## config.mk

```make
export PLATFORM = sky130hd
export DESIGN_NAME = bounded_ordered_list_engine_flat
export DESIGN_NICKNAME = d
export VERILOG_FILES = /design/src/rtl/bole_pkg.sv /design/src/rtl/bole_if.sv /design/src/rtl/bole_cell.sv /design/src/rtl/bounded_ordered_list_engine.sv /design/src/flat_wrapper.sv
export SDC_FILE = /design/constraint.sdc
export NUM_CORES = 2
export LEC_CHECK = 0
export BUFFER_PORTS_ARGS = -buffer_cell sky130_fd_sc_hd__buf_2
export CELL_PAD_IN_SITES_DETAIL_PLACEMENT = 1
export CELL_PAD_IN_SITES_GLOBAL_PLACEMENT = 1
export CORE_UTILIZATION = 46
export CTS_BUF_LIST = sky130_fd_sc_hd__clkbuf_16
export DETAILED_ROUTE_END_ITERATION = 16
export PLACE_DENSITY_LB_ADDON = 0.1
export SLEW_MARGIN = 0
export SYNTH_ARGS = -nofsm -noshare
export SYNTH_HDL_FRONTEND = slang
export SYNTH_SLANG_ARGS = --single-unit
```

## constraint.sdc

```tcl
create_clock -name clk_i -period 5.7 [get_ports clk_i]
set_clock_uncertainty 0.1 [all_clocks]
set_input_delay 0.855 -clock clk_i [delete_from_list [all_inputs] [get_ports clk_i]]
set_output_delay 0.855 -clock clk_i [all_outputs]
set_load 0.01 [all_outputs]
```

## src/rtl/bole_pkg.sv

```systemverilog
// Package for the bounded ordered list engine: action and status codes,
// default sizes. No dependencies.
package bole_pkg;

  localparam int unsigned DefCapacity  = 16;
  localparam int unsigned DefElemWidth = 32;

  localparam int unsigned ActionWidth = 4;
  localparam int unsigned ValueWidth  = 32;
  localparam int unsigned PosWidth    = 5;
  localparam int unsigned FidxWidth   = 4;
  localparam int unsigned TotalWidth  = 5;
  localparam int unsigned StatusWidth = 2;

  typedef enum logic [ActionWidth-1:0] {
    ActPushBack   = 4'd0,
    ActPushFront  = 4'd1,
    ActPopBack    = 4'd2,
    ActPopFront   = 4'd3,
    ActSortedIns  = 4'd4,
    ActInsertAt   = 4'd5,
    ActRemoveAt   = 4'd6,
    ActReadAt     = 4'd7,
    ActFind       = 4'd8,
    ActIterReset  = 4'd9,
    ActIterNext   = 4'd10
  } action_e;

  typedef enum logic [StatusWidth-1:0] {
    StOk    = 2'd0,
    StEmpty = 2'd1,
    StFull  = 2'd2,
    StRange = 2'd3
  } status_e;

  // Per-cell shift command, set for each cell of the chain.
  typedef enum logic [1:0] {
    ShHold  = 2'd0,
    ShRight = 2'd1,
    ShLeft  = 2'd2
  } shift_e;

  typedef struct packed {
    shift_e     shift;
    logic       load;
  } cell_ctrl_t;

endpackage

```

## src/rtl/bole_if.sv

```systemverilog
// Valid/ready channel interfaces for the list engine.
// Depends on bole_pkg for field widths.
interface bole_in_if import bole_pkg::*; ();
  logic                   valid;
  logic                   ready;
  logic [ActionWidth-1:0] action;
  logic [ValueWidth-1:0]  new_value;
  logic [PosWidth-1:0]    position;
  modport source (output valid, action, new_value, position, input ready);
  modport sink (input valid, action, new_value, position, output ready);
endinterface

interface bole_out_if import bole_pkg::*; ();
  logic                   valid;
  logic                   ready;
  logic [ValueWidth-1:0]  result_value;
  logic [FidxWidth-1:0]   found_index;
  logic                   found;
  logic [TotalWidth-1:0]  element_total;
  logic                   has_more;
  logic [StatusWidth-1:0] status;
  modport source (output valid, result_value, found_index, found, element_total,
                  has_more, status, input ready);
  modport sink (input valid, result_value, found_index, found, element_total,
                has_more, status, output ready);
endinterface

```

## src/rtl/bole_cell.sv

```systemverilog
// One storage cell of the list chain: holds an entry, shifts to either
// neighbor, and compares its entry with the broadcast key. Uses bole_pkg.
module bole_cell import bole_pkg::*; #(
  parameter int unsigned ElemWidth = DefElemWidth
) (
  input  logic                 clk_i,
  input  cell_ctrl_t           ctrl_i,
  input  logic [ElemWidth-1:0] left_i,
  input  logic [ElemWidth-1:0] right_i,
  input  logic [ElemWidth-1:0] key_i,
  output logic [ElemWidth-1:0] value_o,
  output logic                 eq_o,
  output logic                 gt_o
);

  logic [ElemWidth-1:0] value_q, value_d;

  always_comb begin
    value_d = value_q;
    if (ctrl_i.load) begin
      value_d = key_i;
    end else begin
      case (ctrl_i.shift)
        ShRight: value_d = left_i;
        ShLeft:  value_d = right_i;
        default: value_d = value_q;
      endcase
    end
  end

  always_ff @(posedge clk_i) begin
    value_q <= value_d;
  end

  assign value_o = value_q;
  assign eq_o    = (value_q == key_i);
  assign gt_o    = (key_i < value_q);

endmodule

```

## src/rtl/bounded_ordered_list_engine.sv

```systemverilog
// Top level of the bounded ordered list engine: sequencer plus a chain of
// bole_cell entries. Depends on bole_pkg, bole_if and bole_cell.
//
//  channel | dir | transfer when        | payload
//  in_if   | in  | valid & ready        | action, new_value, position
//  out_if  | out | valid & ready        | result fields, status
//
// Each item is first registered in the idle state; in the execute state
// every cell compares against the key, then the shift is applied and the
// result is formed and registered. The input is ready again as soon as the
// result is registered. A stalled output holds the next item in the execute
// state until the waiting result is transferred.
// Reset clears the count, the iterator and the handshake state; cells
// are never cleared, since only live entries are read.
module bounded_ordered_list_engine import bole_pkg::*; #(
  parameter int unsigned Capacity  = DefCapacity,
  parameter int unsigned ElemWidth = DefElemWidth
) (
  input  logic        clk_i,
  input  logic        rst_ni,
  bole_in_if.sink     in_if,
  bole_out_if.source  out_if
);

  localparam int unsigned IdxW = $clog2(Capacity);
  localparam int unsigned CntW = $clog2(Capacity + 1);

  typedef enum logic {StIdle, StExec} state_e;

  state_e                 state_q;
  logic [ActionWidth-1:0] act_q;
  logic [ElemWidth-1:0]   key_q;
  logic [PosWidth-1:0]    pos_q;
  logic [CntW-1:0]        cnt_q;
  logic [CntW-1:0]        iter_q;

  logic                   ovalid_q;
  logic [ValueWidth-1:0]  r_val_q;
  logic [FidxWidth-1:0]   r_fidx_q;
  logic                   r_fnd_q;
  logic [TotalWidth-1:0]  r_tot_q;
  logic                   r_more_q;
  logic [StatusWidth-1:0] r_st_q;

  logic [ElemWidth-1:0] cell_val [Capacity];
  logic [Capacity-1:0]  eq_v, gt_v;
  cell_ctrl_t           ctrl   [Capacity];

  // Slot for the final output transfer: free when empty or being taken.
  logic out_free;
  assign out_free     = !ovalid_q || out_if.ready;
  assign in_if.ready  = (state_q == StIdle);

  // Decode of the registered item against the current chain contents.
  logic                 do_place, do_take, wr_iter, rst_iter;
  logic [CntW-1:0]      at;
  logic [CntW-1:0]      cnt_d, iter_d;
  status_e              st;
  logic [ElemWidth-1:0] rv;
  logic [CntW-1:0]      sidx, fidx;
  logic                 fnd;
  logic [CntW-1:0]      pos_w;

  assign pos_w = CntW'(pos_q);

  // First-match searches over the cell flags (priority encoders).
  always_comb begin
    sidx = cnt_q;
    fidx = '0;
    fnd  = 1'b0;
    for (int i = Capacity - 1; i >= 0; i--) begin
      if (CntW'(i) < cnt_q && gt_v[i]) sidx = CntW'(i);
      if (CntW'(i) < cnt_q && eq_v[i]) begin
        fidx = CntW'(i);
        fnd  = 1'b1;
      end
    end
  end

  always_comb begin
    do_place = 1'b0;
    do_take  = 1'b0;
    wr_iter  = 1'b0;
    rst_iter = 1'b0;
    at       = '0;
    st       = StOk;
    rv       = '0;
    case (act_q)
      ActPushBack, ActPushFront, ActSortedIns, ActInsertAt: begin
        case (act_q)
          ActPushBack:  at = cnt_q;
          ActSortedIns: at = sidx;
          ActInsertAt:  at = pos_w;
          default:      at = '0;
        endcase
        if (act_q == ActInsertAt && pos_q > PosWidth'(cnt_q)) st = StRange;
        else if (cnt_q >= CntW'(Capacity)) st = StFull;
        else do_place = 1'b1;
      end
      ActPopBack, ActPopFront, ActRemoveAt, ActReadAt: begin
        case (act_q)
          ActPopBack: at = cnt_q - 1'b1;
          ActPopFront: at = '0;
          default:    at = pos_w;
        endcase
        if (cnt_q == '0) st = StEmpty;
        else if ((act_q == ActRemoveAt || act_q == ActReadAt) &&
                 pos_q >= PosWidth'(cnt_q)) st = StRange;
        else begin
          rv      = cell_val[at[IdxW-1:0]];
          do_take = (act_q != ActReadAt);
        end
      end
      ActIterReset: rst_iter = 1'b1;
      ActIterNext: begin
        if (iter_q < cnt_q) begin
          rv      = cell_val[iter_q[IdxW-1:0]];
          wr_iter = 1'b1;
        end else begin
          st = StEmpty;
        end
      end
      default: ;
    endcase
  end

  assign cnt_d  = do_place ? cnt_q + 1'b1 : (do_take ? cnt_q - 1'b1 : cnt_q);
  assign iter_d = rst_iter ? '0 : (wr_iter ? iter_q + 1'b1 : iter_q);

  for (genvar g = 0; g < Capacity; g++) begin : g_cell
    logic [ElemWidth-1:0] lft, rgt;
    logic                 exec;
    assign exec = (state_q == StExec) && out_free;
    assign lft  = (g == 0) ? cell_val[0] : cell_val[(g == 0) ? 0 : g - 1];
    assign rgt  = (g == Capacity - 1) ? cell_val[g] :
                  cell_val[(g == Capacity - 1) ? g : g + 1];
    always_comb begin
      ctrl[g].load  = exec && do_place && (CntW'(g) == at);
      ctrl[g].shift = ShHold;
      if (exec && do_place && CntW'(g) > at) ctrl[g].shift = ShRight;
      if (exec && do_take && CntW'(g) >= at) ctrl[g].shift = ShLeft;
    end
    bole_cell #(.ElemWidth(ElemWidth)) u_cell (
      .clk_i   (clk_i),
      .ctrl_i  (ctrl[g]),
      .left_i  (lft),
      .right_i (rgt),
      .key_i   (key_q),
      .value_o (cell_val[g]),
      .eq_o    (eq_v[g]),
      .gt_o    (gt_v[g])
    );
  end

  always_ff @(posedge clk_i or negedge rst_ni) begin
    if (!rst_ni) begin
      state_q  <= StIdle;
      cnt_q    <= '0;
      iter_q   <= '0;
      ovalid_q <= 1'b0;
    end else begin
      case (state_q)
        StIdle: begin
          if (out_if.ready) ovalid_q <= 1'b0;
          if (in_if.valid) state_q <= StExec;
        end
        StExec: begin
          if (out_free) begin
            state_q  <= StIdle;
            cnt_q    <= cnt_d;
            iter_q   <= iter_d;
            ovalid_q <= 1'b1;
          end
        end
        default: begin
          state_q  <= StIdle;
          ovalid_q <= 1'b0;
        end
      endcase
    end
  end

  always_ff @(posedge clk_i) begin
    if (in_if.valid && in_if.ready) begin
      act_q <= in_if.action;
      key_q <= ElemWidth'(in_if.new_value);
      pos_q <= in_if.position;
    end
    if (state_q == StExec && out_free) begin
      r_val_q  <= ValueWidth'(rv);
      r_fidx_q <= (act_q == ActFind) ? FidxWidth'(fidx) : '0;
      r_fnd_q  <= (act_q == ActFind) && fnd;
      r_tot_q  <= TotalWidth'(cnt_d);
      r_more_q <= iter_d < cnt_d;
      r_st_q   <= st;
    end
  end

  assign out_if.valid         = ovalid_q;
  assign out_if.result_value  = r_val_q;
  assign out_if.found_index   = r_fidx_q;
  assign out_if.found         = r_fnd_q;
  assign out_if.element_total = r_tot_q;
  assign out_if.has_more      = r_more_q;
  assign out_if.status        = r_st_q;

  // The count never exceeds the capacity.
  a_cnt_bound: assert property (@(posedge clk_i) disable iff (!rst_ni)
    cnt_q <= CntW'(Capacity)) else $error("count above capacity");
  // The count moves by at most one per item.
  a_cnt_step: assert property (@(posedge clk_i) disable iff (!rst_ni)
    cnt_q == $past(cnt_q) || cnt_q == $past(cnt_q) + 1'b1 ||
    cnt_q == $past(cnt_q) - 1'b1) else $error("count jumped");
  // Input is never taken while an item is in execution.
  a_no_overlap: assert property (@(posedge clk_i) disable iff (!rst_ni)
    state_q == StExec |-> !in_if.ready) else $error("overlapping items");

endmodule

```

## src/flat_wrapper.sv

```systemverilog
// flat-port wrapper written by rule: the top's interface ports become plain ports
module bounded_ordered_list_engine_flat import bole_pkg::*;
#(
  parameter int unsigned Capacity  = DefCapacity,
  parameter int unsigned ElemWidth = DefElemWidth
)
  (clk_i, rst_ni, in_if_valid, in_if_action, in_if_new_value, in_if_position, in_if_ready, out_if_valid, out_if_result_value, out_if_found_index, out_if_found, out_if_element_total, out_if_has_more, out_if_status, out_if_ready);
  bole_in_if in_if_i ();
  bole_out_if out_if_i ();
  input  logic clk_i;
  input  logic rst_ni;
  input wire logic [$bits(in_if_i.valid)-1:0] in_if_valid;
  input wire logic [$bits(in_if_i.action)-1:0] in_if_action;
  input wire logic [$bits(in_if_i.new_value)-1:0] in_if_new_value;
  input wire logic [$bits(in_if_i.position)-1:0] in_if_position;
  output wire logic [$bits(in_if_i.ready)-1:0] in_if_ready;
  output wire logic [$bits(out_if_i.valid)-1:0] out_if_valid;
  output wire logic [$bits(out_if_i.result_value)-1:0] out_if_result_value;
  output wire logic [$bits(out_if_i.found_index)-1:0] out_if_found_index;
  output wire logic [$bits(out_if_i.found)-1:0] out_if_found;
  output wire logic [$bits(out_if_i.element_total)-1:0] out_if_element_total;
  output wire logic [$bits(out_if_i.has_more)-1:0] out_if_has_more;
  output wire logic [$bits(out_if_i.status)-1:0] out_if_status;
  input wire logic [$bits(out_if_i.ready)-1:0] out_if_ready;
  assign in_if_i.valid = in_if_valid;
  assign in_if_i.action = in_if_action;
  assign in_if_i.new_value = in_if_new_value;
  assign in_if_i.position = in_if_position;
  assign in_if_ready = in_if_i.ready;
  assign out_if_valid = out_if_i.valid;
  assign out_if_result_value = out_if_i.result_value;
  assign out_if_found_index = out_if_i.found_index;
  assign out_if_found = out_if_i.found;
  assign out_if_element_total = out_if_i.element_total;
  assign out_if_has_more = out_if_i.has_more;
  assign out_if_status = out_if_i.status;
  assign out_if_i.ready = out_if_ready;
  bounded_ordered_list_engine #(.Capacity(Capacity), .ElemWidth(ElemWidth)) u_core (.clk_i(clk_i), .rst_ni(rst_ni), .in_if(in_if_i), .out_if(out_if_i));
endmodule
```

* Word-level counts from Yosys, hierarchy flattened
Cells that the tools add are included.
** Word-level totals
- Bits in registers :: 610
- Input bits :: 45
- Output and inout bits :: 47
- Logic and storage cells :: 451
** Cells by class
- Add/subtract/negate cells :: 3
- Order comparisons :: 71
- Eq/ne operators :: 74
- Mux-type cells :: 150
- Bitwise logic cells :: 4
- Reductions and logical operators :: 117
** Operators with widths (number)
- one-hot mux 32 bit (2 select lines) :: 15
- 2-to-1 mux 32 bit :: 25
- == test 32 bit :: 16
- < comparator 32 bit :: 16
- binary-select mux 32 bit (select 4 bit) :: 2
- 2-to-1 mux 5 bit :: 21
- logical AND 1 bit :: 87
- 2-to-1 mux 1 bit :: 47
- 2-to-1 mux 2 bit :: 22
- nonzero test 3 bit :: 14
- == test 4 x 5 -> 1 bit (first input constant) :: 8
- >= comparator 4 x 5 -> 1 bit (first input constant) :: 8
- > comparator 4 x 5 -> 1 bit (first input constant) :: 8
- < comparator 4 x 5 -> 1 bit (first input constant) :: 8
- 2-to-1 mux 4 bit :: 8
- == test 2 x 1 -> 1 bit (second input constant) :: 15
- == test 2 bit (second input constant) :: 15
- == test 3 x 5 -> 1 bit (first input constant) :: 4
- >= comparator 3 x 5 -> 1 bit (first input constant) :: 4
- > comparator 3 x 5 -> 1 bit (first input constant) :: 4
- < comparator 3 x 5 -> 1 bit (first input constant) :: 4
- one-hot mux 5 bit (2 select lines) :: 2
- == test 4 x 3 -> 1 bit (second input constant) :: 4
- >= comparator 5 bit (second input constant) :: 3
- 35 further kinds :: 59

* Logic depth before layout (Yosys ltp)
- Word-level depth :: 27
- Depth in mapped cells :: 17
- Gate-level depth less buffers :: 14

* Modules after synthesis
From an unflattened synthesis, not the netlist that was laid out.
** Unflattened totals
- Cells, all modules :: 5714
- Area total of the unflattened synthesis :: 53500.1 sq um
** By module, submodules not included
- bole_cell :: times used 16, cells an instance 257, area an instance 2459.9 sq um, seq. area each 960.9 sq um
- bounded_ordered_list_engine :: times used 1, cells an instance 1602, area an instance 14142.3 sq um, seq. area each 2882.8 sq um

* Worst setup path before layout
OpenSTA, ideal clock, no wires.
- Path type :: register to register
- From :: reg u_core.key_q[4]
- To :: reg u_core.g_cell[0].u_cell.value_q[0] (enable)
- Library setup time :: 0.421 ns
- Arrival :: 5.519 ns
- Data required time :: 5.179 ns
- Slack :: -0.341 ns
- Stages on the path, launching flop included :: 13
- Buffers on the path :: 1
- Clock period less this slack :: 6.041 ns
- Cell sequence :: edfxtp_1 -> ha_1 -> a2111o_1 -> o221ai_1 -> a21oi_1 -> or4_1 -> and3_1 -> a311o_1 -> clkbuf_1 -> nand2b_1 -> inv_1 -> nand2_1 -> nor2_1
** On the way
- Longest elaborated chain between the ends :: 26
- Elaborated cells between the ends (all ways) :: 60
- Those cells by class :: 18 x order compare; 1 x eq/ne; 20 x mux; 21 x reduce/logical
** Ends and longest elaborated chain
- start, declared :: RTL line bounded_ordered_list_engine.sv:32 : logic [ElemWidth-1:0] key_q;
- start signal, assigned :: RTL line bounded_ordered_list_engine.sv:186 : key_q <= ElemWidth'(in_if.new_value);
- < comparator 32 bit :: RTL line bole_cell.sv:37 : assign gt_o = (key_i < value_q);
- logical AND 1 bit :: RTL line bounded_ordered_list_engine.sv:72 : if (CntW'(i) < cnt_q && gt_v[i]) sidx = CntW'(i);
- 2-to-1 mux 5 bit (15 in a row) :: RTL line bounded_ordered_list_engine.sv:72
- 2-to-1 mux 5 bit (*) :: RTL line bounded_ordered_list_engine.sv:72
- one-hot mux 5 bit (3 select lines) (*) :: RTL line bounded_ordered_list_engine.sv:90 : case (act_q)
- one-hot mux 5 bit (2 select lines) (*) :: RTL line bounded_ordered_list_engine.sv:88 : case (act_q)
- > comparator 1 x 5 -> 1 bit :: RTL line bounded_ordered_list_engine.sv:140 : if (exec && do_place && CntW'(g) > at) ctrl[g].shift = ShRight;
- logical AND 1 bit :: RTL line bounded_ordered_list_engine.sv:140
- 2-to-1 mux 1 bit :: RTL line bounded_ordered_list_engine.sv:140
- 2-to-1 mux 2 bit :: RTL line bounded_ordered_list_engine.sv:141 : if (exec && do_take && CntW'(g) >= at) ctrl[g].shift = ShLeft;
- == test 2 bit :: RTL line bole_cell.sv:23 : case (ctrl_i.shift)
- nonzero test 2 bit (no line) (*)
- end signal, assigned :: RTL line bole_cell.sv:32 : value_q <= value_d;
- end, declared :: RTL line bole_cell.sv:16 : logic [ElemWidth-1:0] value_q, value_d;
Every way passes the cells marked *; elsewhere a longest branch is shown, timed or not.
A chain may end at the register's enable or synchronous reset.

* Worst setup path in the final report
- From :: reg u_core.key_q[30]
- To :: reg u_core.g_cell[13].u_cell.value_q[18] (enable)
** On the way
- Longest elaborated chain between the ends :: 26
- Elaborated cells between the ends (all ways) :: 61
- Those cells by class :: 18 x order compare; 3 x eq/ne; 20 x mux; 20 x reduce/logical
** Ends and longest elaborated chain (RTL line)
- < comparator 32 bit :: bole_cell.sv:37
- logical AND 1 bit :: bounded_ordered_list_engine.sv:72
- 2-to-1 mux 5 bit (15 in a row) :: bounded_ordered_list_engine.sv:72
- 2-to-1 mux 5 bit (*) :: bounded_ordered_list_engine.sv:72
- one-hot mux 5 bit (3 select lines) (*) :: bounded_ordered_list_engine.sv:90
- one-hot mux 5 bit (2 select lines) (*) :: bounded_ordered_list_engine.sv:88
- > comparator 4 x 5 -> 1 bit :: bounded_ordered_list_engine.sv:140
- logical AND 1 bit :: bounded_ordered_list_engine.sv:140
- 2-to-1 mux 1 bit :: bounded_ordered_list_engine.sv:140
- 2-to-1 mux 2 bit :: bounded_ordered_list_engine.sv:141
- == test 2 bit / == test 2 x 1 -> 1 bit (equally long branches) :: bole_cell.sv:23
- nonzero test 3 bit (no line) (*)
- end signal, assigned :: bole_cell.sv:32
- end, declared :: bole_cell.sv:16
Marked as above.

==> flow_summary.yaml <==
run_status:
  outcome: "finished, final reports clean"
power_and_ir_drop:
  p_int_mw: 13.6
  clkPwrFrac: 0.209
  seqPwrFrac: 0.293
  p_switching_mw: 11.3
  cellLeakagePower_nw: 24.4
  swShare: 0.454
  power.density_mw_per_mm2: 408
  peakVddDrop_mv: 0.296
  combPwrFrac: 0.499
floorplanning:
  die_h_um: 341
  core_sq_mm: 0.114
  initial_core_util: 0.463
  placementRows: 124
  die_area_sq_mm: 0.116
  die_w_um: 341
  ios: 92
logic_synthesis:
  syn_area_sq_mm: 0.0529
  synth_largest_area_cell: "edfxtp_1"
  synth-seq-cells: 610
  synth_top_area_share: 0.340
  synthFlopType: "edfxtp_1"
  synth_warnings: 0
  synth_nets: 6307
  async_reset_ff_frac: 0.0197
  netlist_instances: 5733
  seq_area_frac_synth: 0.345
  synth.area.top_cells: "edfxtp_1 (34%), ha_1 (13%), mux4_2 (6.8%)"
  postSynthAreaPerCell_sq_um: 9.22
  synth_cell_type_count: 93
  synth_edf_count: 598
clock_network:
  clk_pin_slew_ns: 0.06
  cts_root_buf: "clkbuf_16"
  cts_tree: "built"
  clockBufferDepth: 3
  cts-buffers-inserted: 80
  htreeDepth: 3
  cts_sinks: 610
  insertion_delay_ns: 0.71
worst_hold_path:
  hold_class: "input pin to register"
flow_run:
  drv_cap: 0
timing:
  hold_violations: 0
  tightest_slew_ns: 1.12
  whs_ns: 0.225
  finalCriticalPeriod_ns: 5.63
  min_period_over_period: 0.987
  layout_setup_ws_ns: 0.0727
  rsz0062_at_grt: "false"
  max_freq_ghz: 0.178
  max_slew_margin: 0.242
  slew_violations: 0
  setup_violations: 0
place:
  dp_hpwl_um: 203000
  preCtsSetupSlack_ns: -0.0957
  gp_congestion: 1.04
  io_buffer_count: 91
  place_inst: 7357
  placed_area_sq_mm: 0.0586
global_route:
  grt_pass1_vias: 52300
  grt-ovfl-total: 0
  antenna_found_initial: 11
  track_usage: 0.466
  grt_pass1_wl_um: 387000
  grt_max_degree: 129
setup_path:
  cp.required_ns: 6.00
  cp-end-kind: "register"
  critical_path_class: "register to register"
  worstPathMaxFanout: 9
  startpoint_type: "register"
  worstPathArrival_ns: 5.93
routing:
  wire_per_inst_um: 36.8
  ant_nets: 0
  drt_first_iter_violations: 6602
  vias_per_cell: 7.07
  vias: 53100
  drc_errors: 0
  firstDrtPassIters: 6
  wl_um: 276000
finish:
  final_cell_area_sq_mm: 0.0613
  mostFrequentLayoutCell: "nand2_1"
  nNetsFinal: 6507
  drive_gt1_frac: 0.147
  layout_common_cells: "nand2_1 (641), edfxtp_1 (598), inv_1 (585)"
  area.growth.synth_to_final_pct: 15.9
  final_cell_count_no_fill: 7509
## cells in the mapped netlist (85+ instances only)
cell	count
nand2_1	643
edfxtp_1	598
inv_1	563
ha_1	529
a21oi_1	494
nor2_1	461
clkbuf_1	268
mux2i_1	257
a211oi_1	251
o21ai_0	236
mux4_2	160
nand3_1	134
a311oi_1	99
a21o_1	85
## critical path, cell delays in order (launching register included)
cell and delay [ns]:
edfxtp_1 0.66, buf_4 0.32, ha_1 0.33, nand4_1 0.37, nor4_1 0.48, buf_4 0.21
nand2_1 0.06, o211ai_1 0.22, o21ba_2 0.21, or4_1 0.57, o311ai_4 0.43, buf_4 0.23
nand2_4 0.10, buf_4 0.20, a31oi_4 0.52, buf_4 0.30
## state kept, by name (all words and copies together), names as in the netlist
name / flops
u_core.out_if.found: 1
u_core.out_if.has_more: 1
u_core.state_q: 1
u_core.pos_q: 5
u_core.out_if.element_total: 5
u_core.iter_q: 5
u_core.out_if.valid: 1
u_core.out_if.found_index: 4
u_core.g_cell.u_cell.value_o: 512
u_core.cnt_q: 5
u_core.act_q: 4
u_core.out_if.status: 2
u_core.out_if.result_value: 32
u_core.key_q: 32
## stage by stage
| stage | power, mW | setup TNS [ns] | utilization |
|---|---|---|---|
| after CTS | 24.5 | 0 | 0.536 |
| after global routing | 25.7 | 0 | 0.536 |
| after global placement | 18.9 | -4.47 | 0.513 |
| final | 25.0 | 0 | 0.536 |
| after detailed placement | 19.2 | -3.19 | 0.513 |
| after floorplan | 13.5 | -32.69 | - |
## kinds of logic after synthesis
kind of cell    share of synthesized area
compound gates                      0.207
xor+xnor                          0.00199
fa+ha+maj                           0.125
buf+inv                            0.0727
flops                               0.345
mux                                 0.117
simple gates                        0.131
## power groups by stage
stage	Sequential (mW)	Combinational (mW)	Clock, mW
after CTS	7.25	12.0	5.23
after floorplan	7.00	6.54	0
after detailed placement	7.33	11.9	0
after global placement	7.30	11.6	0
final	7.31	12.5	5.21
after global routing	7.34	13.0	5.36
## routing by layer
layer | global-route usage | vias up | wire, um
met5 | 0 | - | 140
met4 | 0.299 | 20 | 20700
met3 | 0.121 | 919 | 30200
met2 | 0.709 | 3518 | 121000
met1 | 0.588 | 26700 | 104000
li1 | - | 21900 | -
## cell type report
class                           instances  area (sq um)
Antenna cell                            2          5.00
Clock buffer                           83          2080
Clock inverter                         61           474
Fill cell                           12900         52900
Inverter                              565          2120
Multi-Input combinational cell       4149         31200
Sequential cell                       610         18300
Tap cell                             1512          1890
Timing Repair Buffer                  527          5260
## final timing paths
path                                      from                                    to  slack [ns]  cells after the start
max                           u_core.key_q[30]  u_core.g_cell[13].u_cell.value_o[18]        0.07                     15
min                        in_if_new_value[17]                      u_core.key_q[17]        0.22                      1
max reg2reg                   u_core.key_q[30]  u_core.g_cell[13].u_cell.value_o[18]        0.07                     15
min reg2reg                u_core.out_if.valid                   u_core.out_if.valid        0.42                      2
max in group asynchronous               rst_ni                      u_core.iter_q[1]        4.71                      2
min in group asynchronous               rst_ni                   u_core.out_if.valid        0.52                      2
## timing repair
item / 4_1_cts / 5_1_grt
setup buffers: 0 / 5
resized for setup: 2 / 6
cloned: 0 / 0
hold buffers: 1 / 0
setup endpoints to repair: 144 / 328
endpoints found under the hold margin: 12 / 0
(Power assumes the default switching activity.)
